**src/hdl/gtp_pkg.sv**
```systemverilog
`timescale 1ns / 1ps
// ----------------------------------------------------------------------------
// gtp_pkg - shared definitions for the Goertzel tone power block
// Field widths, fixed-point shifts, register reset values and the register
// map of the configuration port.
// ----------------------------------------------------------------------------
package gtp_pkg;

    // Configuration register widths
    localparam int COEF_W = 15;
    localparam int LEN_W  = 8;

    // Result width and datapath widths
    localparam int POWER_W = 21;
    localparam int MUL_W   = 32;
    localparam int PROD_W  = 2 * MUL_W;

    // Fixed-point scaling
    localparam int COEF_SHIFT  = 14;
    localparam int POWER_SHIFT = 11;

    // Register reset values
    localparam logic [COEF_W-1:0] COEF_RESET = 15'd30273;
    localparam logic [LEN_W-1:0]  LEN_RESET  = 8'd40;

    // Default parameter values
    localparam int SAMPLE_BITS_DEFAULT = 16;
    localparam int QUEUE_DEPTH_DEFAULT = 2;

    // Register map (index = paddr[2])
    typedef enum logic {
        REG_COEF = 1'b0,
        REG_LEN  = 1'b1
    } reg_index_t;

endpackage

```
**src/hdl/gtp_front.sv**
```systemverilog
`timescale 1ns / 1ps
// ----------------------------------------------------------------------------
// gtp_front - sample intake and block framing
// Accepts samples, counts them against the block length and tags the sample
// that closes a block before pushing it into the work queue.
// ----------------------------------------------------------------------------
module gtp_front #(
    parameter int SAMPLE_BITS = gtp_pkg::SAMPLE_BITS_DEFAULT
) (
    input  logic                     aclk,
    input  logic                     aresetn,
    input  logic [gtp_pkg::LEN_W-1:0] block_length,
    // sample transaction
    input  logic                     in_valid,
    output logic                     in_ready,
    input  logic [SAMPLE_BITS-1:0]   in_sample,
    // queue push: {last, sample}
    output logic                     push_valid,
    input  logic                     push_ready,
    output logic [SAMPLE_BITS:0]     push_data
);
    import gtp_pkg::*;

    logic [LEN_W-1:0] count_reg, count_next;
    logic [LEN_W:0]   taken;
    logic [LEN_W:0]   len_eff;
    logic             last;
    logic             push;

    // a length of zero behaves as one
    assign len_eff = (block_length == '0) ? (LEN_W+1)'(1) : {1'b0, block_length};
    assign taken   = {1'b0, count_reg} + (LEN_W+1)'(1);
    assign last    = (taken >= len_eff);

    assign in_ready   = push_ready;
    assign push_valid = in_valid;
    assign push       = in_valid && push_ready;
    assign push_data  = {last, in_sample};

    // sample counter
    always_comb begin
        count_next = count_reg;
        if (push) begin
            count_next = last ? '0 : taken[LEN_W-1:0];
        end
    end

    always_ff @(posedge aclk) begin
        if (!aresetn) begin
            count_reg <= '0;
        end else begin
            count_reg <= count_next;
        end
    end

    // closing sample restarts the count
    a_last_clears: assert property (@(posedge aclk) disable iff (!aresetn)
        (push && last) |=> (count_reg == '0))
        else $error("sample count not cleared after block end");

endmodule

```
**src/hdl/gtp_fifo.sv**
```systemverilog
`timescale 1ns / 1ps
// ----------------------------------------------------------------------------
// gtp_fifo - short work queue
// Register-based first-in first-out queue with show-ahead read data, placed
// between intake and execution so each side can stall on its own.
// ----------------------------------------------------------------------------
module gtp_fifo #(
    parameter int DATA_W = gtp_pkg::SAMPLE_BITS_DEFAULT + 1,
    parameter int DEPTH  = gtp_pkg::QUEUE_DEPTH_DEFAULT
) (
    input  logic              aclk,
    input  logic              aresetn,
    input  logic              wr_valid,
    output logic              wr_ready,
    input  logic [DATA_W-1:0] wr_data,
    output logic              rd_valid,
    input  logic              rd_ready,
    output logic [DATA_W-1:0] rd_data
);
    localparam int PTR_W = (DEPTH > 1) ? $clog2(DEPTH) : 1;
    localparam int CNT_W = $clog2(DEPTH + 1);

    logic [DATA_W-1:0] mem_reg [DEPTH];
    logic [PTR_W-1:0]  wr_ptr_reg, wr_ptr_next;
    logic [PTR_W-1:0]  rd_ptr_reg, rd_ptr_next;
    logic [CNT_W-1:0]  count_reg, count_next;
    logic              wr, rd;

    assign wr_ready = (count_reg != CNT_W'(DEPTH));
    assign rd_valid = (count_reg != '0);
    assign rd_data  = mem_reg[rd_ptr_reg];
    assign wr       = wr_valid && wr_ready;
    assign rd       = rd_valid && rd_ready;

    // pointer and fill level update
    always_comb begin
        wr_ptr_next = wr_ptr_reg;
        rd_ptr_next = rd_ptr_reg;
        count_next  = count_reg;
        if (wr) begin
            wr_ptr_next = (wr_ptr_reg == PTR_W'(DEPTH - 1)) ? '0 : wr_ptr_reg + PTR_W'(1);
        end
        if (rd) begin
            rd_ptr_next = (rd_ptr_reg == PTR_W'(DEPTH - 1)) ? '0 : rd_ptr_reg + PTR_W'(1);
        end
        if (wr && !rd) begin
            count_next = count_reg + CNT_W'(1);
        end else if (rd && !wr) begin
            count_next = count_reg - CNT_W'(1);
        end
    end

    always_ff @(posedge aclk) begin
        if (!aresetn) begin
            wr_ptr_reg <= '0;
            rd_ptr_reg <= '0;
            count_reg  <= '0;
        end else begin
            wr_ptr_reg <= wr_ptr_next;
            rd_ptr_reg <= rd_ptr_next;
            count_reg  <= count_next;
        end
    end

    // storage
    always_ff @(posedge aclk) begin
        if (wr) begin
            mem_reg[wr_ptr_reg] <= wr_data;
        end
    end

    a_no_overfill: assert property (@(posedge aclk) disable iff (!aresetn)
        count_reg <= CNT_W'(DEPTH))
        else $error("queue fill level beyond depth");

endmodule

```
**src/hdl/gtp_back.sv**
```systemverilog
`timescale 1ns / 1ps
// ----------------------------------------------------------------------------
// gtp_back - recurrence and power sequencer
// Pops queued samples, runs the Goertzel recurrence and, on a closing sample,
// the power sum on one shared 32x32 multiplier; holds the result register.
// ----------------------------------------------------------------------------
module gtp_back #(
    parameter int SAMPLE_BITS = gtp_pkg::SAMPLE_BITS_DEFAULT
) (
    input  logic                         aclk,
    input  logic                         aresetn,
    input  logic [gtp_pkg::COEF_W-1:0]   coefficient,
    // queue pop: {last, sample}
    input  logic                         entry_valid,
    output logic                         entry_pop,
    input  logic [SAMPLE_BITS:0]         entry_data,
    // result transaction
    output logic                         out_valid,
    input  logic                         out_ready,
    output logic [gtp_pkg::POWER_W-1:0]  out_power
);
    import gtp_pkg::*;

    typedef enum logic [6:0] {
        ST_IDLE = 7'b0000001,
        ST_REC  = 7'b0000010,
        ST_P1   = 7'b0000100,
        ST_P2   = 7'b0001000,
        ST_P3   = 7'b0010000,
        ST_P4   = 7'b0100000,
        ST_OUT  = 7'b1000000
    } seq_state_t;

    seq_state_t                    state_reg, state_next;
    logic                          out_valid_reg, out_valid_next;
    logic signed [SAMPLE_BITS-1:0] q1_reg, q1_next;
    logic signed [SAMPLE_BITS-1:0] q2_reg, q2_next;
    logic signed [SAMPLE_BITS-1:0] sample_reg;
    logic                          last_reg;
    logic signed [PROD_W-1:0]      prod_reg;
    logic signed [MUL_W-1:0]       acc_reg;
    logic [POWER_W-1:0]            power_reg;

    logic signed [MUL_W-1:0]       op_a, op_b;
    logic signed [PROD_W-1:0]      mul_full;
    logic signed [MUL_W-1:0]       q1_w, q2_w, coef_w, ac_w, pw;
    logic signed [MUL_W-1:0]       pw_sh;
    logic signed [SAMPLE_BITS-1:0] fb, q_new;
    logic                          out_free;
    logic                          load_out;

    assign q1_w   = MUL_W'(q1_reg);
    assign q2_w   = MUL_W'(q2_reg);
    assign coef_w = $signed(MUL_W'(coefficient));
    assign ac_w   = prod_reg[MUL_W-1:0];

    // shared multiplier operand select
    always_comb begin
        op_a = q1_w;
        op_b = coef_w;
        unique case (state_reg)
            ST_P1: begin
                op_a = q1_w;
                op_b = q1_w;
            end
            ST_P2: begin
                op_a = q2_w;
                op_b = q2_w;
            end
            ST_P4: begin
                op_a = ac_w >>> COEF_SHIFT;
                op_b = q2_w;
            end
            default: begin
                op_a = q1_w;
                op_b = coef_w;
            end
        endcase
    end

    assign mul_full = op_a * op_b;

    // recurrence: q = sample + (coef*q1 >>> 14) - q2, wrapping
    assign fb    = prod_reg[COEF_SHIFT+SAMPLE_BITS-1:COEF_SHIFT];
    assign q_new = sample_reg + fb - q2_reg;

    // power = (q1^2 + q2^2 - ((q1*coef) >>> 14) * q2) >>> 11
    assign pw    = acc_reg - prod_reg[MUL_W-1:0];
    assign pw_sh = pw >>> POWER_SHIFT;

    assign out_free  = !out_valid_reg || out_ready;
    assign load_out  = (state_reg == ST_OUT) && out_free;
    assign entry_pop = (state_reg == ST_IDLE) && entry_valid;

    // sequencer
    always_comb begin
        state_next     = state_reg;
        q1_next        = q1_reg;
        q2_next        = q2_reg;
        out_valid_next = out_valid_reg;
        if (out_ready) begin
            out_valid_next = 1'b0;
        end
        unique case (state_reg)
            ST_IDLE: begin
                if (entry_valid) begin
                    state_next = ST_REC;
                end
            end
            ST_REC: begin
                q2_next    = q1_reg;
                q1_next    = q_new;
                state_next = last_reg ? ST_P1 : ST_IDLE;
            end
            ST_P1: state_next = ST_P2;
            ST_P2: state_next = ST_P3;
            ST_P3: state_next = ST_P4;
            ST_P4: state_next = ST_OUT;
            ST_OUT: begin
                if (out_free) begin
                    out_valid_next = 1'b1;
                    q1_next        = '0;
                    q2_next        = '0;
                    state_next     = ST_IDLE;
                end
            end
            default: state_next = ST_IDLE;
        endcase
    end

    always_ff @(posedge aclk) begin
        if (!aresetn) begin
            state_reg     <= ST_IDLE;
            out_valid_reg <= 1'b0;
            q1_reg        <= '0;
            q2_reg        <= '0;
        end else begin
            state_reg     <= state_next;
            out_valid_reg <= out_valid_next;
            q1_reg        <= q1_next;
            q2_reg        <= q2_next;
        end
    end

    // datapath registers
    always_ff @(posedge aclk) begin
        if (entry_pop) begin
            sample_reg <= entry_data[SAMPLE_BITS-1:0];
            last_reg   <= entry_data[SAMPLE_BITS];
        end
        if (entry_pop || state_reg == ST_P1 || state_reg == ST_P2 ||
            state_reg == ST_P3 || state_reg == ST_P4) begin
            prod_reg <= mul_full;
        end
        if (state_reg == ST_P2) begin
            acc_reg <= prod_reg[MUL_W-1:0];
        end else if (state_reg == ST_P3) begin
            acc_reg <= acc_reg + prod_reg[MUL_W-1:0];
        end
        if (load_out) begin
            power_reg <= pw_sh[POWER_W-1:0];
        end
    end

    assign out_valid = out_valid_reg;
    assign out_power = power_reg;

    a_clear_after_block: assert property (@(posedge aclk) disable iff (!aresetn)
        load_out |=> (q1_reg == '0 && q2_reg == '0 && out_valid_reg))
        else $error("state not cleared or result missing after block end");

    a_pop_starts_rec: assert property (@(posedge aclk) disable iff (!aresetn)
        entry_pop |=> (state_reg == ST_REC))
        else $error("popped sample not processed");

endmodule

```
**src/hdl/goertzel_tone_power.sv**
```systemverilog
`timescale 1ns / 1ps
// ----------------------------------------------------------------------------
// goertzel_tone_power - fixed-point Goertzel tone power detector
// One signed sample per input transaction; one power result per block of
// block_length samples. Coefficient and block length are set over APB.
// ----------------------------------------------------------------------------
// Usage:
//   s_* stream : one sample per transaction, s_tdata[SAMPLE_BITS-1:0].
//   m_* stream : one power result per finished block, m_tdata[20:0].
//   APB        : 0x0 coefficient (15 bits), 0x4 block_length (8 bits);
//                write only while no block work is pending.
// Throughput: samples are taken every cycle while the work queue has room.
//   The execution sequencer passes a sample that does not close a block
//   through its idle and recurrence states, and a closing sample also through
//   the power states and the output state, all on the single shared 32x32
//   multiplier; it pops a new sample only from the idle state.
// Result path: a closing sample leaving the queue goes through the recurrence,
//   power and output states; the result loads when the output register is free.
// Reset: the recurrence state and sample count clear, the registers return
//   to coefficient 30273 and block length 40.
// Stall: a result waits in the output register; the sequencer holds on the
//   next closing sample and the queue then fills and drops s_tready.
// ----------------------------------------------------------------------------
module goertzel_tone_power #(
    parameter int SAMPLE_BITS = gtp_pkg::SAMPLE_BITS_DEFAULT,
    parameter int QUEUE_DEPTH = gtp_pkg::QUEUE_DEPTH_DEFAULT,
    localparam int S_TDATA_W  = ((SAMPLE_BITS + 7) / 8) * 8
) (
    input  logic                 aclk,
    input  logic                 aresetn,
    // input stream
    input  logic                 s_tvalid,
    output logic                 s_tready,
    input  logic [S_TDATA_W-1:0] s_tdata,   // [SAMPLE_BITS-1:0] sample, rest zero
    // result stream
    output logic                 m_tvalid,
    input  logic                 m_tready,
    output logic [23:0]          m_tdata,   // [20:0] power, [23:21] zero
    // configuration
    input  logic                 psel,
    input  logic                 penable,
    input  logic                 pwrite,
    input  logic [2:0]           paddr,
    input  logic [31:0]          pwdata,
    output logic [31:0]          prdata,
    output logic                 pready
);
    import gtp_pkg::*;

    logic [COEF_W-1:0]    coef_reg;
    logic [LEN_W-1:0]     len_reg;
    logic                 cfg_wr;
    reg_index_t           reg_sel;

    logic                 push_valid, push_ready;
    logic [SAMPLE_BITS:0] push_data;
    logic                 entry_valid, entry_pop;
    logic [SAMPLE_BITS:0] entry_data;
    logic [POWER_W-1:0]   power;

    // configuration registers
    assign pready  = 1'b1;
    assign cfg_wr  = psel && penable && pwrite && pready;
    assign reg_sel = reg_index_t'(paddr[2]);

    always_ff @(posedge aclk) begin
        if (!aresetn) begin
            coef_reg <= COEF_RESET;
            len_reg  <= LEN_RESET;
        end else if (cfg_wr) begin
            unique case (reg_sel)
                REG_COEF: coef_reg <= pwdata[COEF_W-1:0];
                REG_LEN:  len_reg  <= pwdata[LEN_W-1:0];
                default:  ;
            endcase
        end
    end

    // register readback
    always_comb begin
        unique case (reg_sel)
            REG_COEF: prdata = 32'(coef_reg);
            REG_LEN:  prdata = 32'(len_reg);
            default:  prdata = '0;
        endcase
    end

    // intake and framing
    gtp_front #(
        .SAMPLE_BITS(SAMPLE_BITS)
    ) u_front (
        .aclk        (aclk),
        .aresetn     (aresetn),
        .block_length(len_reg),
        .in_valid    (s_tvalid),
        .in_ready    (s_tready),
        .in_sample   (s_tdata[SAMPLE_BITS-1:0]),
        .push_valid  (push_valid),
        .push_ready  (push_ready),
        .push_data   (push_data)
    );

    // work queue
    gtp_fifo #(
        .DATA_W(SAMPLE_BITS + 1),
        .DEPTH (QUEUE_DEPTH)
    ) u_fifo (
        .aclk    (aclk),
        .aresetn (aresetn),
        .wr_valid(push_valid),
        .wr_ready(push_ready),
        .wr_data (push_data),
        .rd_valid(entry_valid),
        .rd_ready(entry_pop),
        .rd_data (entry_data)
    );

    // execution
    gtp_back #(
        .SAMPLE_BITS(SAMPLE_BITS)
    ) u_back (
        .aclk       (aclk),
        .aresetn    (aresetn),
        .coefficient(coef_reg),
        .entry_valid(entry_valid),
        .entry_pop  (entry_pop),
        .entry_data (entry_data),
        .out_valid  (m_tvalid),
        .out_ready  (m_tready),
        .out_power  (power)
    );

    assign m_tdata = {3'b000, power};

endmodule
```
**config.mk**
```make
export PLATFORM = sky130hd
export DESIGN_NAME = goertzel_tone_power
export DESIGN_NICKNAME = d
export VERILOG_FILES = /design/src/hdl/gtp_pkg.sv /design/src/hdl/gtp_front.sv /design/src/hdl/gtp_fifo.sv /design/src/hdl/gtp_back.sv /design/src/hdl/goertzel_tone_power.sv
export SDC_FILE = /design/constraint.sdc
export NUM_CORES = 2
export LEC_CHECK = 0
export BUFFER_PORTS_ARGS = -buffer_cell sky130_fd_sc_hd__clkbuf_2
export CAP_MARGIN = 20
export CORE_AREA = 2 2 257 259
export CTS_BUF_LIST = sky130_fd_sc_hd__clkbuf_8
export CTS_CLUSTER_SIZE = 14
export DETAILED_ROUTE_END_ITERATION = 10
export DIE_AREA = 0 0 259 261
export HOLD_SLACK_MARGIN = 0.1
export PLACE_DENSITY = 0.57
export SETUP_SLACK_MARGIN = 0.4
export SYNTH_ARGS = -nofsm -noshare
export SYNTH_HDL_FRONTEND = slang
export SYNTH_SLANG_ARGS = --single-unit
```
**constraint.sdc**
```tcl
create_clock -name aclk -period 9.7 [get_ports aclk]
set_input_delay 1.94 -clock aclk [delete_from_list [all_inputs] [get_ports aclk]]
set_output_delay 1.94 -clock aclk [all_outputs]
set_load 0.05 [all_outputs]
```
==> metrics.md <==
| Metric | Value |
|---|---|
| Status | `finished, final reports clean` |
| Min-Delay Path Class | `register to register` |
| Die ar. | `between 60000 and 70000 um2` |
| WP buf/inv | `5` |
| Leakage Power | `~13 nW` |
| ANT nets after route | `0` |
| Final setup fails | `0` |
| Clk root buf | `clkbuf_8` |
| Dpl hpwl | `roughly 52 mm` |
| RSZ-0062 raised after global routing | `no` |
| Num CTS Buffers | `36` |
| Filler instances | `between 6000 and 7000` |
| GP Congestion | `~0.87` |
| Top delay family on crit path | `adder cells` |
| Core Area | `65000 um2` |
| DRC | `0` |
| Die Wd | `259 um` |
| H-tree depth reported by CTS | `2` |
| Worst Path Required | `10.00 ns` |
| Row count | `94` |
| Most common cell in the netlist | `inv_1` |
| N_diodes | `0` |
| Post-synth top cells | `inv_1, fa_1, nor2_1` |
| Final instance area | `around 28000 um2` |
| Placed instance count | `approximately 3600` |
| Initial antenna violation count | `0` |
| Clock Path Buffers | `3` |
| Nets | `3434` |
| Worst Setup End Kind | `register` |
| Initial core utilization | `39.7%` |
| Actual slew at the worst max-slew pin | `1.14 ns` |
| Biggest area consumer among synthesized cells | `fa_1` |
| Clk pin slew, worst setup/hold paths | `~0.060 ns` |
| Period utilisation layout | `between 90 and 100%` |
| Number of global-route vias before repair | `between 15000 and 20000` |
| Post-synth EDFFs | `between 100 and 150` |
| Port-buffer cells | `76` |
| Top FF cell, synth | `edfxtp_1` |
| Synth Warn # | `0` |
| Wire per inst | `17.6 um` |
| CTS tree | `yes` |
| Maximum VDD drop | `between 0.15 and 0.2 mV` |
| Final hold vios | `0` |
| Cell count after synthesis | `between 2000 and 3000` |
| Worst Skew | `between 0.03 and 0.04 ns` |
| Setup TNS | `0 ns` |
| Max frequency | `approximately 110 MHz` |
| Placed Area | `roughly 27000 um2` |
| Critical path class | `register to register` |
| CP max stage cell | `fa_1` |
| Final Non-Filler Cells | `between 3000 and 4000` |
| Delay of the slowest critical-path stage | `around 0.76 ns` |
| Slew HR | `about 24%` |
| Worst-Skew Late Latency | `0.56 ns` |
| CP Data Arrival Time | `between 9 and 10 ns` |
| Layout cells sized above 1 | `9.26%` |
| Sequential cell area | `between 5000 and 6000 um2` |
| Routed WL | `approximately 65 mm` |
| Initial DRC Count | `about 1200` |
| Yosys cell types | `74` |
| Max reg flops | `34` |
| First-pass GRT wire length | `between 100 and 150 mm` |
| Cell Pwr Density | `about 160 nW/um2` |
| Grt total ovfl | `0` |
| CTS sink count | `between 200 and 250` |
| DR pass1 iterations | `5` |
| Multi-input gate area | `between 15000 and 20000 um2` |
| Tmin final | `8.95 ns` |
| Seq/Total Area, Yosys | `21.7%` |
| DR vias/cell | `5.11` |
| Avg Cell Area, Syn | `~9.5 um2` |
| Register bit total from synthesis | `roughly 210` |
| Synth-to-Final Area Change | `8.51%` |
| CP startpoint kind | `register` |
| Share of the synthesized area in the top cell type | `about 28%` |
| Largest cells by area after synthesis | `fa_1, edfxtp_1, ha_1` |
| Vias | `between 15000 and 20000` |
| Ports | `117` |
| Die height | `~260 um` |
| Ys async rst share | `0%` |
| Global Route Usage Sum | `19.6%` |
| Max_cap viols | `0` |
| Cell area after synthesis | `about 26000 um2` |
| Largest net degree at the start of global routing | `75` |
| Fin. max-slew vios | `0` |
| CP Max Fanout | `21` |
| Most frequent CP cell | `xnor2_1` |
[report_power, final]
| group | internal (W) | switching [W] |
|---|---|---|
| clock network | 0.000442 | 0.000384 |
| logic | 0.000899 | 0.00129 |
| registers | 0.00120 | 0.000131 |
[logic make-up after synthesis]
| family | Yosys count | synth area share [%] |
|---|---|---|
| AOI/OAI and AO/OA | 395 | 10.2 |
| xor gates and xnor gates | 142 | 4.82 |
| adders and majority gates | 593 | 39.4 |
| buffers and inverters | 631 | 9.50 |
| DFF | 211 | 21.7 |
| muxes | 28 | 1.21 |
| other | 2 | 0.0291 |
| and+or+nand+nor | 714 | 13.2 |
[cell usage in the layout (no fill, tap or decap), types with 15 or more instances in the layout]
| master | instances |
|---|---|
| clkbuf_8 | 37 |
| dfxtp_1 | 74 |
| nand3_1 | 27 |
| a21o_1 | 17 |
| conb_1 | 21 |
| o21ai_0 | 62 |
| o21ai_1 | 22 |
| o21a_1 | 15 |
| nor3_1 | 35 |
| a21oi_1 | 96 |
| nand2b_1 | 72 |
| buf_4 | 51 |
| nand2_1 | 112 |
| or2_2 | 32 |
| clkbuf_2 | 76 |
| xor2_1 | 25 |
| o21bai_1 | 23 |
| nor2b_1 | 67 |
| xnor2_1 | 117 |
| fa_1 | 365 |
| nor2_1 | 300 |
| mux2_2 | 25 |
| ha_1 | 228 |
| a22oi_1 | 33 |
| inv_1 | 515 |
| a21boi_0 | 20 |
| edfxtp_1 | 136 |
| a31oi_1 | 22 |
[worst register-to-register path: stages, from the launching register on]
cell and delay, ns:
dfxtp_1 0.38, or4_4 0.60, nor3_4 0.24, buf_4 0.32
a22o_1 0.22, a21oi_1 0.05, buf_4 0.23, nand2b_1 0.19
fa_1 0.58, fa_1 0.55, inv_1 0.10, fa_1 0.76
inv_1 0.27, fa_1 0.54, inv_1 0.05, fa_1 0.48
fa_1 0.46, fa_1 0.48, fa_1 0.45, xnor2_1 0.29
xnor2_1 0.14, xnor2_1 0.25, xnor2_1 0.17, xnor2_1 0.10
xnor2_1 0.34, xnor2_1 0.19, xnor2_1 0.12, xnor2_1 0.17
[layout make-up]
type                    instances  area share [%]
repair buffers                129            2.84
well taps                     864            3.86
flip-flops and latches        211            20.0
clock buffers                  37            1.82
inverters                     512            6.87
multi-input cells            1893            63.9
clock inverters                25           0.773
[per-stage QoR]
step	power [W]	hold slack (ns)	worst slack (ns)	utilization (%)
after floorplan	0.00299	0.447	1.15	-
after detailed placement	0.00354	0.489	0.530	41.9
final	0.00435	0.493	0.746	43.0
after CTS	0.00439	0.497	0.502	43.0
after global placement	0.00348	0.469	0.663	41.9
after global routing	0.00471	0.539	0.409	43.0
[path summary, 6_finish.rpt]
kind                       start  cells after the start  slack, ns                  end
min                   len_reg[0]                      2       0.49           len_reg[0]
max          u_back.state_reg[0]                     27       0.75  u_back.prod_reg[31]
max reg2reg  u_back.state_reg[0]                     27       0.75  u_back.prod_reg[31]
min reg2reg           len_reg[0]                      2       0.49           len_reg[0]
[what timing repair did]
| item | in CTS | in global routing |
|---|---|---|
| setup endpoints to repair | 0 | 4 |
| hold buffers | 0 | 0 |
| gates resized for setup | 0 | 6 |
| buffers inserted | 0 | 0 |
| hold endpoints to repair | 0 | 0 |
[metal layers]
layer / share of wire (%) / global-route usage (%) / vias up
li1: - / - / 8752
met2: 50 / 35.2 / 457
met3: 5.0 / 2.48 / 108
met1: 42 / 24.9 / 9438
met5: 0 / 0 / -
met4: 2.8 / 5.14 / 0
Note: power is estimated with default switching activity, not from simulation.
